## src/rtl/ppd_pkg.sv

```systemverilog
// shared types, constants and command/status structs of the p-norm distance unit
package ppd_pkg;

    // field and datapath widths
    localparam int ELEM_W      = 16;
    localparam int DIFF_W      = 16;
    localparam int SQ_W        = 2 * DIFF_W;
    localparam int SUM_W       = 48;
    localparam int DIST_W      = 32;
    localparam int ROOT_W      = SUM_W / 2;
    localparam int MODE_W      = 2;
    localparam int MAX_LEN_DEF = 4096;

    // norm mode codes
    localparam logic [MODE_W-1:0] MODE_COUNT = 2'd0;
    localparam logic [MODE_W-1:0] MODE_SUM   = 2'd1;
    localparam logic [MODE_W-1:0] MODE_EUCL  = 2'd2;
    localparam logic [MODE_W-1:0] MODE_MAX   = 2'd3;
    localparam logic [MODE_W-1:0] MODE_RESET = MODE_EUCL;

    // controller states
    typedef enum logic [2:0] {
        S_RUN,
        S_DRAIN,
        S_PICK,
        S_ROOT,
        S_LOAD
    } t_ppd_state;

    // controller to datapath
    typedef struct packed {
        logic in_ready;
        logic root_start;
        logic load;
        logic clear;
    } t_ppd_cmd;

    // datapath to controller
    typedef struct packed {
        logic take_final;
        logic fold_final;
        logic fin_root;
        logic root_done;
        logic out_free;
    } t_ppd_status;

endpackage

```

## src/rtl/ppd_isqrt.sv

```systemverilog
// iterative integer square root, one result bit per cycle
module ppd_isqrt (
    input  logic                       i_clk,
    input  logic                       i_rst_n,
    input  logic                       i_start,
    input  logic [ppd_pkg::SUM_W-1:0]  i_value,
    output logic                       o_done,
    output logic [ppd_pkg::ROOT_W-1:0] o_root
);
    import ppd_pkg::*;

    logic             r_busy, n_busy;
    logic             r_done, n_done;
    logic [SUM_W-1:0] r_rem, n_rem;
    logic [SUM_W-1:0] r_root, n_root;
    logic [SUM_W-1:0] r_bit, n_bit;
    logic [SUM_W:0]   trial;

    // one restoring step per cycle, starting at the top even bit
    always_comb begin
        n_busy = r_busy;
        n_done = 1'b0;
        n_rem  = r_rem;
        n_root = r_root;
        n_bit  = r_bit;
        trial  = {1'b0, r_root} + {1'b0, r_bit};
        if (i_start) begin
            n_busy = 1'b1;
            n_rem  = i_value;
            n_root = '0;
            n_bit  = {{(SUM_W-1){1'b0}}, 1'b1} << (SUM_W - 2);
        end else if (r_busy) begin
            if ({1'b0, r_rem} >= trial) begin
                n_rem  = r_rem - trial[SUM_W-1:0];
                n_root = (r_root >> 1) + r_bit;
            end else begin
                n_root = r_root >> 1;
            end
            n_bit = r_bit >> 2;
            if (r_bit[0]) begin
                n_busy = 1'b0;
                n_done = 1'b1;
            end
        end
    end

    // control state
    always_ff @(posedge i_clk) begin
        if (!i_rst_n) begin
            r_busy <= 1'b0;
            r_done <= 1'b0;
        end else begin
            r_busy <= n_busy;
            r_done <= n_done;
        end
    end

    // working registers
    always_ff @(posedge i_clk) begin
        r_rem  <= n_rem;
        r_root <= n_root;
        r_bit  <= n_bit;
    end

    assign o_done = r_done;
    assign o_root = r_root[ROOT_W-1:0];

endmodule

```

## src/rtl/ppd_datapath.sv

```systemverilog
// difference, square and accumulate pipeline, finishing logic and output register
module ppd_datapath #(
    parameter int MAX_LEN = ppd_pkg::MAX_LEN_DEF
) (
    input  logic                         i_clk,
    input  logic                         i_rst_n,
    input  logic                         i_cfg_we,
    input  logic [ppd_pkg::MODE_W-1:0]   i_cfg_wdata,
    input  logic                         i_s_tvalid,
    input  logic [2*ppd_pkg::ELEM_W-1:0] i_s_tdata,
    input  logic                         i_s_tlast,
    input  logic                         i_m_tready,
    output logic                         o_m_tvalid,
    output logic [ppd_pkg::DIST_W-1:0]   o_m_tdata,
    output logic                         o_m_tuser,
    input  ppd_pkg::t_ppd_cmd            i_cmd,
    output ppd_pkg::t_ppd_status         o_status
);
    import ppd_pkg::*;

    localparam int CNT_W = $clog2(MAX_LEN + 1);

    logic [MODE_W-1:0] r_mode;
    logic [CNT_W-1:0]  r_count;
    logic              accept;
    logic              is_final;

    logic signed [ELEM_W:0] diff_s;
    logic signed [ELEM_W:0] diff_n;
    logic [DIFF_W-1:0]      abs_diff;

    logic              r_s1_valid;
    logic              r_s1_last;
    logic [MODE_W-1:0] r_s1_mode;
    logic [DIFF_W-1:0] r_s1_diff;

    logic              r_s2_valid;
    logic              r_s2_last;
    logic [MODE_W-1:0] r_s2_mode;
    logic [DIFF_W-1:0] r_s2_diff;
    logic [SQ_W-1:0]   r_s2_sq;

    logic [SUM_W-1:0]  r_sum, n_sum;
    logic [SUM_W-1:0]  add_val;
    logic [SUM_W:0]    sum_wide;
    logic [MODE_W-1:0] r_fin_mode;

    logic              root_done;
    logic [ROOT_W-1:0] root;

    logic              r_out_valid;
    logic [DIST_W-1:0] r_out_dist;
    logic              r_out_sat;

    // input transaction and vector end, overlong vectors end at MAX_LEN pairs
    assign accept   = i_s_tvalid & i_cmd.in_ready;
    assign is_final = i_s_tlast | (r_count == CNT_W'(MAX_LEN - 1));

    // norm mode register
    always_ff @(posedge i_clk) begin
        if (!i_rst_n) begin
            r_mode <= MODE_RESET;
        end else if (i_cfg_we) begin
            r_mode <= i_cfg_wdata;
        end
    end

    // pair counter
    always_ff @(posedge i_clk) begin
        if (!i_rst_n) begin
            r_count <= '0;
        end else if (accept) begin
            r_count <= is_final ? '0 : r_count + 1'b1;
        end
    end

    // absolute difference at one bit above the element width
    always_comb begin
        diff_s   = {i_s_tdata[ELEM_W-1], i_s_tdata[ELEM_W-1:0]}
                 - {i_s_tdata[2*ELEM_W-1], i_s_tdata[2*ELEM_W-1:ELEM_W]};
        diff_n   = -diff_s;
        abs_diff = diff_s[ELEM_W] ? diff_n[DIFF_W-1:0] : diff_s[DIFF_W-1:0];
    end

    // pipeline valid bits
    always_ff @(posedge i_clk) begin
        if (!i_rst_n) begin
            r_s1_valid <= 1'b0;
            r_s2_valid <= 1'b0;
        end else begin
            r_s1_valid <= accept;
            r_s2_valid <= r_s1_valid;
        end
    end

    // stage one: difference, stage two: square
    always_ff @(posedge i_clk) begin
        r_s1_last <= is_final;
        r_s1_mode <= r_mode;
        r_s1_diff <= abs_diff;
        r_s2_last <= r_s1_last;
        r_s2_mode <= r_s1_mode;
        r_s2_diff <= r_s1_diff;
        r_s2_sq   <= r_s1_diff * r_s1_diff;
    end

    // fold into the accumulator: add with saturation at the top of its range, or keep the maximum in max mode
    always_comb begin
        case (r_s2_mode)
            MODE_COUNT: add_val = {{(SUM_W-1){1'b0}}, (r_s2_diff != '0)};
            MODE_SUM:   add_val = {{(SUM_W-DIFF_W){1'b0}}, r_s2_diff};
            default:    add_val = {{(SUM_W-SQ_W){1'b0}}, r_s2_sq};
        endcase
        sum_wide = {1'b0, r_sum} + {1'b0, add_val};
        n_sum    = r_sum;
        if (i_cmd.clear) begin
            n_sum = '0;
        end else if (r_s2_valid) begin
            if (r_s2_mode == MODE_MAX) begin
                if ({{(SUM_W-DIFF_W){1'b0}}, r_s2_diff} > r_sum) begin
                    n_sum = {{(SUM_W-DIFF_W){1'b0}}, r_s2_diff};
                end
            end else begin
                n_sum = sum_wide[SUM_W] ? {SUM_W{1'b1}} : sum_wide[SUM_W-1:0];
            end
        end
    end

    always_ff @(posedge i_clk) begin
        if (!i_rst_n) begin
            r_sum <= '0;
        end else begin
            r_sum <= n_sum;
        end
    end

    // mode of the final pair decides the finish
    always_ff @(posedge i_clk) begin
        if (!i_rst_n) begin
            r_fin_mode <= MODE_RESET;
        end else if (r_s2_valid && r_s2_last) begin
            r_fin_mode <= r_s2_mode;
        end
    end

    // square root unit for the euclidean finish
    ppd_isqrt u_isqrt (
        .i_clk   (i_clk),
        .i_rst_n (i_rst_n),
        .i_start (i_cmd.root_start),
        .i_value (r_sum),
        .o_done  (root_done),
        .o_root  (root)
    );

    // output register, refilled only once taken
    always_ff @(posedge i_clk) begin
        if (!i_rst_n) begin
            r_out_valid <= 1'b0;
        end else if (i_cmd.load) begin
            r_out_valid <= 1'b1;
        end else if (i_m_tready) begin
            r_out_valid <= 1'b0;
        end
    end

    always_ff @(posedge i_clk) begin
        if (i_cmd.load) begin
            if (r_fin_mode == MODE_EUCL) begin
                r_out_dist <= {{(DIST_W-ROOT_W){1'b0}}, root};
                r_out_sat  <= 1'b0;
            end else if (r_sum[SUM_W-1:DIST_W] != '0) begin
                r_out_dist <= {DIST_W{1'b1}};
                r_out_sat  <= 1'b1;
            end else begin
                r_out_dist <= r_sum[DIST_W-1:0];
                r_out_sat  <= 1'b0;
            end
        end
    end

    assign o_m_tvalid = r_out_valid;
    assign o_m_tdata  = r_out_dist;
    assign o_m_tuser  = r_out_sat;

    // status towards the controller
    always_comb begin
        o_status.take_final = accept & is_final;
        o_status.fold_final = r_s2_valid & r_s2_last;
        o_status.fin_root   = (r_fin_mode == MODE_EUCL);
        o_status.root_done  = root_done;
        o_status.out_free   = ~r_out_valid | i_m_tready;
    end

endmodule

```

## src/rtl/ppd_ctrl.sv

```systemverilog
// controller state machine: streaming, drain, square root and result load
module ppd_ctrl (
    input  logic                 i_clk,
    input  logic                 i_rst_n,
    input  ppd_pkg::t_ppd_status i_status,
    output ppd_pkg::t_ppd_cmd    o_cmd
);
    import ppd_pkg::*;

    t_ppd_state r_state, n_state;

    always_ff @(posedge i_clk) begin
        if (!i_rst_n) begin
            r_state <= S_RUN;
        end else begin
            r_state <= n_state;
        end
    end

    // next state
    always_comb begin
        n_state = r_state;
        case (r_state)
            S_RUN: begin
                if (i_status.take_final) n_state = S_DRAIN;
            end
            S_DRAIN: begin
                if (i_status.fold_final) n_state = S_PICK;
            end
            S_PICK: begin
                n_state = i_status.fin_root ? S_ROOT : S_LOAD;
            end
            S_ROOT: begin
                if (i_status.root_done) n_state = S_LOAD;
            end
            S_LOAD: begin
                if (i_status.out_free) n_state = S_RUN;
            end
            default: n_state = S_RUN;
        endcase
    end

    // commands
    always_comb begin
        o_cmd = '0;
        case (r_state)
            S_RUN: begin
                o_cmd.in_ready = 1'b1;
            end
            S_PICK: begin
                o_cmd.root_start = i_status.fin_root;
            end
            S_LOAD: begin
                o_cmd.load  = i_status.out_free;
                o_cmd.clear = i_status.out_free;
            end
            default: o_cmd = '0;
        endcase
    end

endmodule

```

## src/rtl/pairwise_pnorm_distance_unit.sv

```systemverilog
// top level of the streamed pairwise p-norm distance unit
//
//  channel   direction  handshake                        payload
//  s_axis    in         s_axis_tvalid / s_axis_tready    tdata {elem_b, elem_a}, tlast last_pair
//  m_axis    out        m_axis_tvalid / m_axis_tready    tdata distance, tuser saturated
//  cfg       in         i_cfg_we                         i_cfg_wdata norm_mode
//
// element pairs are taken one per cycle while a vector streams.
// after the final pair the input is held off through the pipeline drain, a decision state,
// the bit-serial square root in euclidean mode (24 steps, then a done strobe), and a load
// state.
// the output register holds a finished distance while the next vector streams in; a new
// result waits in the load state until that register is free.
// reset is synchronous and clears the accumulator, pair count and pipeline; norm mode is 2.
module pairwise_pnorm_distance_unit #(
    parameter int MAX_LEN = ppd_pkg::MAX_LEN_DEF
) (
    input  logic                         i_clk,
    input  logic                         i_rst_n,
    input  logic                         i_cfg_we,
    input  logic [ppd_pkg::MODE_W-1:0]   i_cfg_wdata,
    input  logic                         s_axis_tvalid,
    output logic                         s_axis_tready,
    // elem_a [15:0], elem_b [31:16]
    input  logic [2*ppd_pkg::ELEM_W-1:0] s_axis_tdata,
    input  logic                         s_axis_tlast,
    output logic                         m_axis_tvalid,
    input  logic                         m_axis_tready,
    // distance [31:0]
    output logic [ppd_pkg::DIST_W-1:0]   m_axis_tdata,
    // saturated [0]
    output logic                         m_axis_tuser
);
    import ppd_pkg::*;

    t_ppd_cmd    cmd;
    t_ppd_status status;

    // controller
    ppd_ctrl u_ctrl (
        .i_clk    (i_clk),
        .i_rst_n  (i_rst_n),
        .i_status (status),
        .o_cmd    (cmd)
    );

    // datapath
    ppd_datapath #(
        .MAX_LEN (MAX_LEN)
    ) u_datapath (
        .i_clk       (i_clk),
        .i_rst_n     (i_rst_n),
        .i_cfg_we    (i_cfg_we),
        .i_cfg_wdata (i_cfg_wdata),
        .i_s_tvalid  (s_axis_tvalid),
        .i_s_tdata   (s_axis_tdata),
        .i_s_tlast   (s_axis_tlast),
        .i_m_tready  (m_axis_tready),
        .o_m_tvalid  (m_axis_tvalid),
        .o_m_tdata   (m_axis_tdata),
        .o_m_tuser   (m_axis_tuser),
        .i_cmd       (cmd),
        .o_status    (status)
    );

    assign s_axis_tready = cmd.in_ready;

endmodule
```

## config.mk

```make
export PLATFORM = sky130hd
export DESIGN_NAME = pairwise_pnorm_distance_unit
export DESIGN_NICKNAME = d
export VERILOG_FILES = /design/src/rtl/ppd_pkg.sv /design/src/rtl/ppd_isqrt.sv /design/src/rtl/ppd_datapath.sv /design/src/rtl/ppd_ctrl.sv /design/src/rtl/pairwise_pnorm_distance_unit.sv
export SDC_FILE = /design/constraint.sdc
export NUM_CORES = 1
export LEC_CHECK = 0
export BUFFER_PORTS_ARGS = -buffer_cell sky130_fd_sc_hd__buf_2
export CAP_MARGIN = 15
export CORE_ASPECT_RATIO = 0.8
export CORE_UTILIZATION = 70
export CTS_CLUSTER_DIAMETER = 50
export CTS_CLUSTER_SIZE = 8
export DETAILED_ROUTE_END_ITERATION = 10
export PLACE_DENSITY = 0.88
export SYNTH_ARGS = -nofsm -noshare
export SYNTH_HDL_FRONTEND = slang
export SYNTH_SLANG_ARGS = --single-unit
```

## constraint.sdc

```tcl
create_clock -name i_clk -period 16.9 [get_ports i_clk]
set_input_delay 3.38 -clock i_clk [delete_from_list [all_inputs] [get_ports i_clk]]
set_output_delay 3.38 -clock i_clk [all_outputs]
set_load 0.01 [all_outputs]
```

; After elaboration in Yosys (flattened, before gate mapping)
; Cells that the tools add are included.
[op_classes]
addsub = 7
mul = 1
n_lt_le_gt_ge = 2
eq_ne = 13
mux = 28
bitwise_logic = 8
n_reduce_logical = 13
[ops]
columns = operator, count
row1 = 2-to-1 mux 48 bit, 7
row2 = one-hot mux 32 bit (2 select lines), 1
row3 = adder 48 x 32 -> 49 bit, 1
row4 = adder 48 x 47 -> 49 bit, 1
row5 = greater-or-equal comparator 48 x 49 -> 1 bit, 1
row6 = adder 47 x 47 -> 48 bit, 1
row7 = > comparator 16 x 48 -> 1 bit, 1
row8 = subtractor 48 bit, 1
row9 = multiplier 16 x 16 -> 32 bit, 1
row10 = 2-to-1 mux 32 bit, 1
row11 = nonzero test 16 bit, 2
row12 = 2-to-1 mux 24 bit, 1
row13 = subtractor 16 x 16 -> 17 bit, 1
row14 = 2-to-1 mux 16 bit, 1
row15 = negator 16 bit, 1
row16 = 2-to-1 mux 3 bit, 5
row17 = one-hot mux 3 bit (5 select lines), 1
row18 = adder 13 x 1 -> 13 bit (second input constant), 1
row19 = == test 13 x 12 -> 1 bit (second input constant), 1
row20 = 2-to-1 mux 13 bit, 1
row21 = 2-to-1 mux 1 bit, 9
row22 = == test 3 x 2 -> 1 bit (second input constant), 2
row23 = inequality test 2 bit (second input constant), 3
row24 = nonzero test 2 bit, 3
row25 = 16 further kinds, 24
[word_totals]
regBits = 296
input_bits = 40
output_inout_bits = 35
wordCells = 95

; Longest topological paths before layout
; Gate-level depths: netlist of run 1.
[logic_depth]
ltp_word = 6
mapped_depth = 26
ltp_nobuf = 25

; Modules after synthesis
; A second synthesis of run 1 with hierarchy kept.
[hier_totals]
cells_unflattened = 3340
hier_area_um2 = 28228.3
[modules_own_cells]
columns = module, instances, cells_per_inst, area_per_inst_um2, seq_area_each_um2
row1 = ppd_datapath, 1, 1906, 16522.1, 3713.6
row2 = ppd_isqrt, 1, 1405, 11454.7, 2922.8
row3 = ppd_ctrl, 1, 29, 251.5, 60.1

; Worst setup path after synthesis of run 1
; OpenSTA, ideal clock, no wires.
[synth_timing]
kind = flip-flop to flip-flop
start = register u_datapath.u_isqrt.r_root[2]
end = register u_datapath.u_isqrt.r_rem[0] (enable)
setup_time_ns = 0.406
arrival_ns = 5.929
required_time_ns = 16.494
slack_ns = 10.564
path_stages_with_launch = 21
n_path_buf = 2
period_less_slack_ns = 6.336
cell_sequence = dfxtp_1 > ha_1 > a31o_2 > a31oi_1 > o21ai_0 > a211oi_1 > o31a_1 > o21ai_0 > a21boi_0 > o21bai_1 > a31oi_1 > xor2_1 > ha_1 > clkbuf_1 > nand4_1 > or3_1 > o41a_1 > nor2_2 > buf_4 > nand2_1 > nand2_1
[synth_between]
elab_chain_len = 4
[synth_lines]
columns = element, line_no
row1 = "start, declared", ppd_isqrt.sv:15  ; logic [SUM_W-1:0] r_root, n_root;
row2 = "start signal, assigned", ppd_isqrt.sv:61  ; r_root <= n_root;
row3 = adder 48 x 47 -> 49 bit, ppd_isqrt.sv:26  ; trial = {1'b0, r_root} + {1'b0, r_bit};
row4 = greater-or-equal comparator 48 x 49 -> 1 bit, ppd_isqrt.sv:33  ; if ({1'b0, r_rem} >= trial) begin
row5 = nonzero test 2 bit (no source line), --
row6 = AND reduction 2 bit (no source line), --
row7 = "end signal, assigned", ppd_isqrt.sv:60  ; r_rem <= n_rem;
row8 = "end, declared", ppd_isqrt.sv:14  ; logic [SUM_W-1:0] r_rem, n_rem;
; No other way between the ends.
; A chain may end at the register's enable or synchronous reset.

; Final worst setup path of run 1
[layout_timing]
start = register u_datapath.u_isqrt.r_root[2]
end = register u_datapath.u_isqrt.r_rem[16] (enable)
; Same word-level chain as after synthesis.

==> out/results.ini, run 1 <==
[critical_path]
worstReg2RegStart=u_datapath.u_isqrt.r_root[2]
cp_top_family=compound AO/OA/AOI/OAI gates
crit_required_ns=17.09
crit_fanout=48
critPathBufInv=2
critical_path.cell_chain=ha_1 > a31o_2 > a31oi_1 > o21ai_0 > a211oi_1 > o31a_1 > o21ai_0 > a21boi_0 > o21bai_1 > a31oi_1 > xor2_1 > ha_1 > nand4_1 > or3_1 > o41a_1 > buf_4 > nor2_2 > nand2_1 > nand2_2 > buf_4
slowest_delay_ns=0.84
critPathLaunchType=register
crit_path_start=u_datapath.u_isqrt.r_root[2]
critical_path.slowest_cell=nor2_2
crit_type=reg2reg
r2r_cells=20
critPathArrivalTime_ns=7.66
end_kind=register
crit_cells=20

[synthesis]
async_flop_share=0
yosysWarnings=0
netlist_instances=3194
synthDistinctLibCells=73
synth.avg_cell_area_um2=8.43
ys_seq_area_frac=0.249
synth_edf_count=81
synthesis.area_um2=26900
synth_top_flop_cell=dfxtp_1
ys_ff_latch=294
syn-num-nets=3664

[cts]
h-tree-depth=2
cts_sinks=294
clock_latency_ns=0.58
cts_tree=built
cts_buffers=45
cts_resized=0
cts_setup_buffers=0
cts_root_buffer=clkbuf_16
clkTransAtPathRegs_ns=0.05
hold_buffers=0
cts_buffer_depth=3

[drt]
firstDrtPassIters=8
wirelength_mm=74.4
wl_per_cell_um=20.0
drc_errors=0
vias_per_cell=6.44
vias=23900
ant_nets=0
drt-initial-drc-count=2239

[global_routing]
grtUsageTotal=0.377
overflow=0
grt_pass1_wl_mm=119
antenna_found_initial=3
grt_pass1_vias=23600
grt_max_degree=93

[sta]
hold_slack_ns=0.330
fin_crit_ns=7.47
rsz0062_at_grt=false
finalSetupTns_ns=0
hold_violations=0
slew_viol_final=0
setup_viol=0
timing.final.crit_share=0.442
fin_ws_ns=9.43
final.setup_skew_ns=0.0361
max_freq_ghz=0.134
relSlewSlack=0.247
worst_slew_pin_slew_ns=1.13

[final_layout]
finalNonFillerCells=3714
fillers=2583
layout-drive-gt1-share=0.0580
nNetsFinal=3668
syn_to_final_growth_pct=7.40

[placed_design]
gp_congestion=0.963
hpwl_mm=56.5
dp_cells=3635
io_buffer_count=74
dp_slack_ns=9.61

[worst_hold_path]
hold_path.class=reg2reg
holdPathStages=0
min_from=u_datapath.r_s1_mode[0]

[floorplan]
dieHeight_um=177
start_util=0.719
die_w_um=221
rows=63
dieArea_um2=39300
io_pins=75
core_um2=37400

[flow_run]
drv_cap=0

[outcome]
status=finished, final reports clean

## cell usage in the layout (no fill, tap or decap), types with 88 or more instances in the layout
cell     Yosys  final
nand2_1    267    266
inv_1      334    334
ha_1       263    263
o21ai_0    185    185
nor2_1     252    252
fa_1       167    167
xnor2_1    125    125
xor2_1      88     88
a21oi_1    241    240
dfxtp_1    213    212
## logic make-up after synthesis
kind of cell | count (synthesis) | synth area share
and+or+nand+nor | 937 | 0.166
muxes | 43 | 0.0162
xor gates and xnor gates | 213 | 0.0693
DFF | 294 | 0.249
adders and majority gates | 430 | 0.246
AOI/OAI and AO/OA | 808 | 0.188
buffers and inverters | 469 | 0.0660
## layout make-up
| class | instances | area (µm²) | share of cell area |
|---|---|---|---|
| antenna | 1 | 2.50 | 0.0000865 |
| clock inverter | 7 | 92.6 | 0.00320 |
| timing repair buffer | 92 | 529 | 0.0183 |
| sequential | 294 | 6700 | 0.232 |
| multi-input combinational | 2431 | 18500 | 0.639 |
| clock buffer | 68 | 1250 | 0.0434 |
| tap | 487 | 609 | 0.0211 |
| inverter | 334 | 1250 | 0.0434 |
## through the flow
stage | cell area [µm²] | util
2_1_floorplan | 26900 | -
3_3_place_gp | 27500 | 0.735
3_5_place_dp | 27500 | 0.735
4_1_cts | 28900 | 0.771
5_1_grt | 28900 | 0.772
6_report | 28900 | 0.772
## final timing paths
path                                  end  slack [ns]
min reg2reg       u_datapath.r_s2_mode[0]        0.33
max          u_datapath.u_isqrt.r_rem[16]        9.43
max reg2reg  u_datapath.u_isqrt.r_rem[16]        9.43
min               u_datapath.r_s2_mode[0]        0.33
## metal layers
metal,track usage,share of wire,up-vias
met5,0,0.00019,-
met4,0.179,0.047,2
met3,0.0654,0.083,268
met2,0.633,0.47,1194
met1,0.474,0.40,11300
li1,-,-,11100
## registers in the layout, summed over array words and instances (netlist names), 16 cells and up
register and cells:
u_datapath.r_sum 48, u_datapath.o_m_tdata 32, u_datapath.r_s1_diff 16, u_datapath.r_s2_diff 16
u_datapath.r_s2_sq 30, u_datapath.u_isqrt.r_root 48, u_datapath.u_isqrt.r_bit 24, u_datapath.u_isqrt.r_rem 48
## worst register-to-register path: stages, from the launching register on
cell and delay [ns]:
dfxtp_1 0.43, ha_1 0.32, a31o_2 0.28, a31oi_1 0.28, o21ai_0 0.33, a211oi_1 0.70
o31a_1 0.30, o21ai_0 0.18, a21boi_0 0.36, o21bai_1 0.16, a31oi_1 0.28, xor2_1 0.13
ha_1 0.42, nand4_1 0.22, or3_1 0.39, o41a_1 0.32, buf_4 0.26, nor2_2 0.87
nand2_1 0.15, nand2_2 0.10, buf_4 0.56
## synth_stat cells (all sizes together) (32+ instances only)
master / number / area, µm²
and2: 80 / 500
nor3: 69 / 345
a211oi: 32 / 240
nand3: 61 / 305
nand4: 40 / 250
o21ai: 187 / 940
a21o: 78 / 586
edfxtp: 81 / 2430
inv: 334 / 1250
nor2: 253 / 952
mux2i: 38 / 380
nor2b: 34 / 213
fa: 167 / 3340
xor2: 88 / 771
clkbuf: 125 / 469
a31oi: 70 / 438
a21oi: 242 / 1210
xnor2: 125 / 1090
nand2: 267 / 1000
dfxtp: 213 / 4260
ha: 263 / 3290
Power of run 1 is not shown: default switching activity piles up to over one toggle a cycle in this logic, so the estimate is an artifact.
==> run 2, diff against run 1 <==
- CORE_UTILIZATION: 70 -> 59
- PLACE_DENSITY: 0.88 -> 0.79
- clock period: 16.9 -> 6.6 ns (I/O delays scaled with it)
==> run 2 against run 1 <==
Flip-flop and latch count did not move; largest cell class unchanged; setup slack lost 9.1 ns; critical path type unchanged; clock-buffer cell count grew 3; sequential share of layout area fell by 0.36 points.
==> out/results.ini, run 2 (same netlist as run 1, synthesis figures left out) <==
[cts]
h-tree-depth=2  ; unchanged
clkTransAtPathRegs_ns=0.05  ; about the same
cts_setup_buffers=0  ; unchanged
cts_root_buffer=clkbuf_16
cts_buffer_depth=3  ; unchanged
cts_tree=built
cts_buffers=46  ; +2.2%
cts_sinks=294  ; unchanged
cts_resized=0  ; unchanged
hold_buffers=0  ; unchanged
clock_latency_ns=0.59  ; about the same

[sta]
worst_slew_pin_slew_ns=1.16  ; +0.0325 ns
fin_ws_ns=0.310  ; -9.12 ns
slew_viol_final=0  ; unchanged
timing.final.crit_share=0.953  ; +0.511
fin_crit_ns=6.29  ; -1.18 ns
setup_viol=0  ; unchanged
max_freq_ghz=0.159  ; +19%
relSlewSlack=0.225  ; -0.0217
final.setup_skew_ns=0.0255  ; -0.0106 ns
hold_violations=0  ; unchanged

[critical_path]
end_kind=register
critPathArrivalTime_ns=6.80  ; -0.86 ns
crit_type=reg2reg
crit_required_ns=7.11  ; -9.98 ns
crit_fanout=14  ; -71%
critPathLaunchType=register

[floorplan]
start_util=0.602  ; -0.117
dieArea_um2=46500  ; +18%
core_um2=44700  ; +19%
dieHeight_um=193  ; +8.8%
io_pins=75  ; unchanged
die_w_um=241  ; +8.8%
rows=69  ; +9.5%

[worst_hold_path]
hold_path.class=reg2reg

[final_layout]
top_regs=u_datapath.r_sum (48), u_datapath.u_isqrt.r_rem (48), u_datapath.u_isqrt.r_root (48)
nNetsFinal=3700  ; +0.87%
mostFrequentLayoutCells=334 x inv_1, 266 x nand2_1, 263 x ha_1, 252 x nor2_1, 240 x a21oi_1
fin_area_um2=29400  ; +1.7%
mostFrequentLayoutCell=inv_1
syn_to_final_growth_pct=9.18
layout-drive-gt1-share=0.0699  ; +0.0120

[drt]
wl_per_cell_um=19.1  ; -4.8%
vias=23500  ; -1.7%
drt-initial-drc-count=2399  ; +7.1%
ant_nets=0  ; unchanged
wirelength_mm=73.7  ; -0.93%
drc_errors=0  ; unchanged
firstDrtPassIters=6  ; -2
vias_per_cell=6.08  ; -5.6%

[global_routing]
grt_max_degree=85  ; -8.6%
overflow=0  ; unchanged
grt_pass1_vias=23000  ; -2.5%
grtUsageTotal=0.320  ; -0.0564
antenna_found_initial=2  ; -1
grt_pass1_wl_mm=119  ; about the same

[outcome]
status=finished, final reports clean

[placed_design]
dpl-instance-area_um2=27900  ; +1.5%
gp_congestion=0.949  ; -1.4%
io_buffer_count=74  ; unchanged
dp_slack_ns=0.225  ; -9.39 ns
hpwl_mm=56.7  ; +0.46%

[flow_run]
drv_cap=0  ; unchanged

-- run 2: stage by stage --
step	hold WS, ns	setup TNS (ns)	util	instances
finish	0.319	0	0.657	3866
global route	0.342	-0.0356	0.657	3864
CTS	0.322	0	0.656	3862
detailed placement	0.316	0	0.625	3783
global placement	0.313	0	0.625	3783
floorplan	0.310	0	-	3194
-- run 2: path summary, 6_finish.rpt --
| check | slack, ns | cells past startpoint | to | startpoint |
|---|---|---|---|---|
| min | 0.32 | 0 | u_datapath.r_s2_last | u_datapath.r_s1_last |
| max reg2reg | 0.31 | 23 | u_datapath.r_s2_sq[31] | u_datapath.r_s1_diff[5] |
| max | 0.31 | 23 | u_datapath.r_s2_sq[31] | u_datapath.r_s1_diff[5] |
| min reg2reg | 0.32 | 0 | u_datapath.r_s2_last | u_datapath.r_s1_last |
-- run 2: cell type report --
class / count / area (µm²)
multi-input combinational: 2431 / 18500
fill: 3689 / 15300
sequential: 294 / 6710
clock buffer: 71 / 1300
inverter: 334 / 1250
timing repair buffer: 123 / 779
tap: 603 / 754
clock inverter: 8 / 114
antenna: 2 / 5.00
-- run 2: layer usage --
layer  share of wire  routed length, µm  GRT usage
met5         0.00018                 13          0
met4           0.030               2240      0.109
met3           0.073               5360     0.0483
met2            0.45              33400      0.522
met1            0.44              32700      0.435
-- run 2: critical path, stage by stage (launching register included) --
cell      delay (ns)
dfxtp_1         0.39
buf_4           0.23
nand2_1         0.14
fa_1            0.57
inv_1           0.05
fa_1            0.46
fa_1            0.54
fa_1            0.48
fa_1            0.52
inv_1           0.05
fa_1            0.53
inv_1           0.04
ha_1            0.36
a21o_1          0.20
a21o_1          0.16
a21o_1          0.20
a21o_1          0.20
a211oi_2        0.26
o2111a_1        0.26
nor3_2          0.07
nand4_1         0.11
nand4b_1        0.09
a21oi_1         0.19
xnor2_1         0.13
Power of run 2 is left out for the same reason.
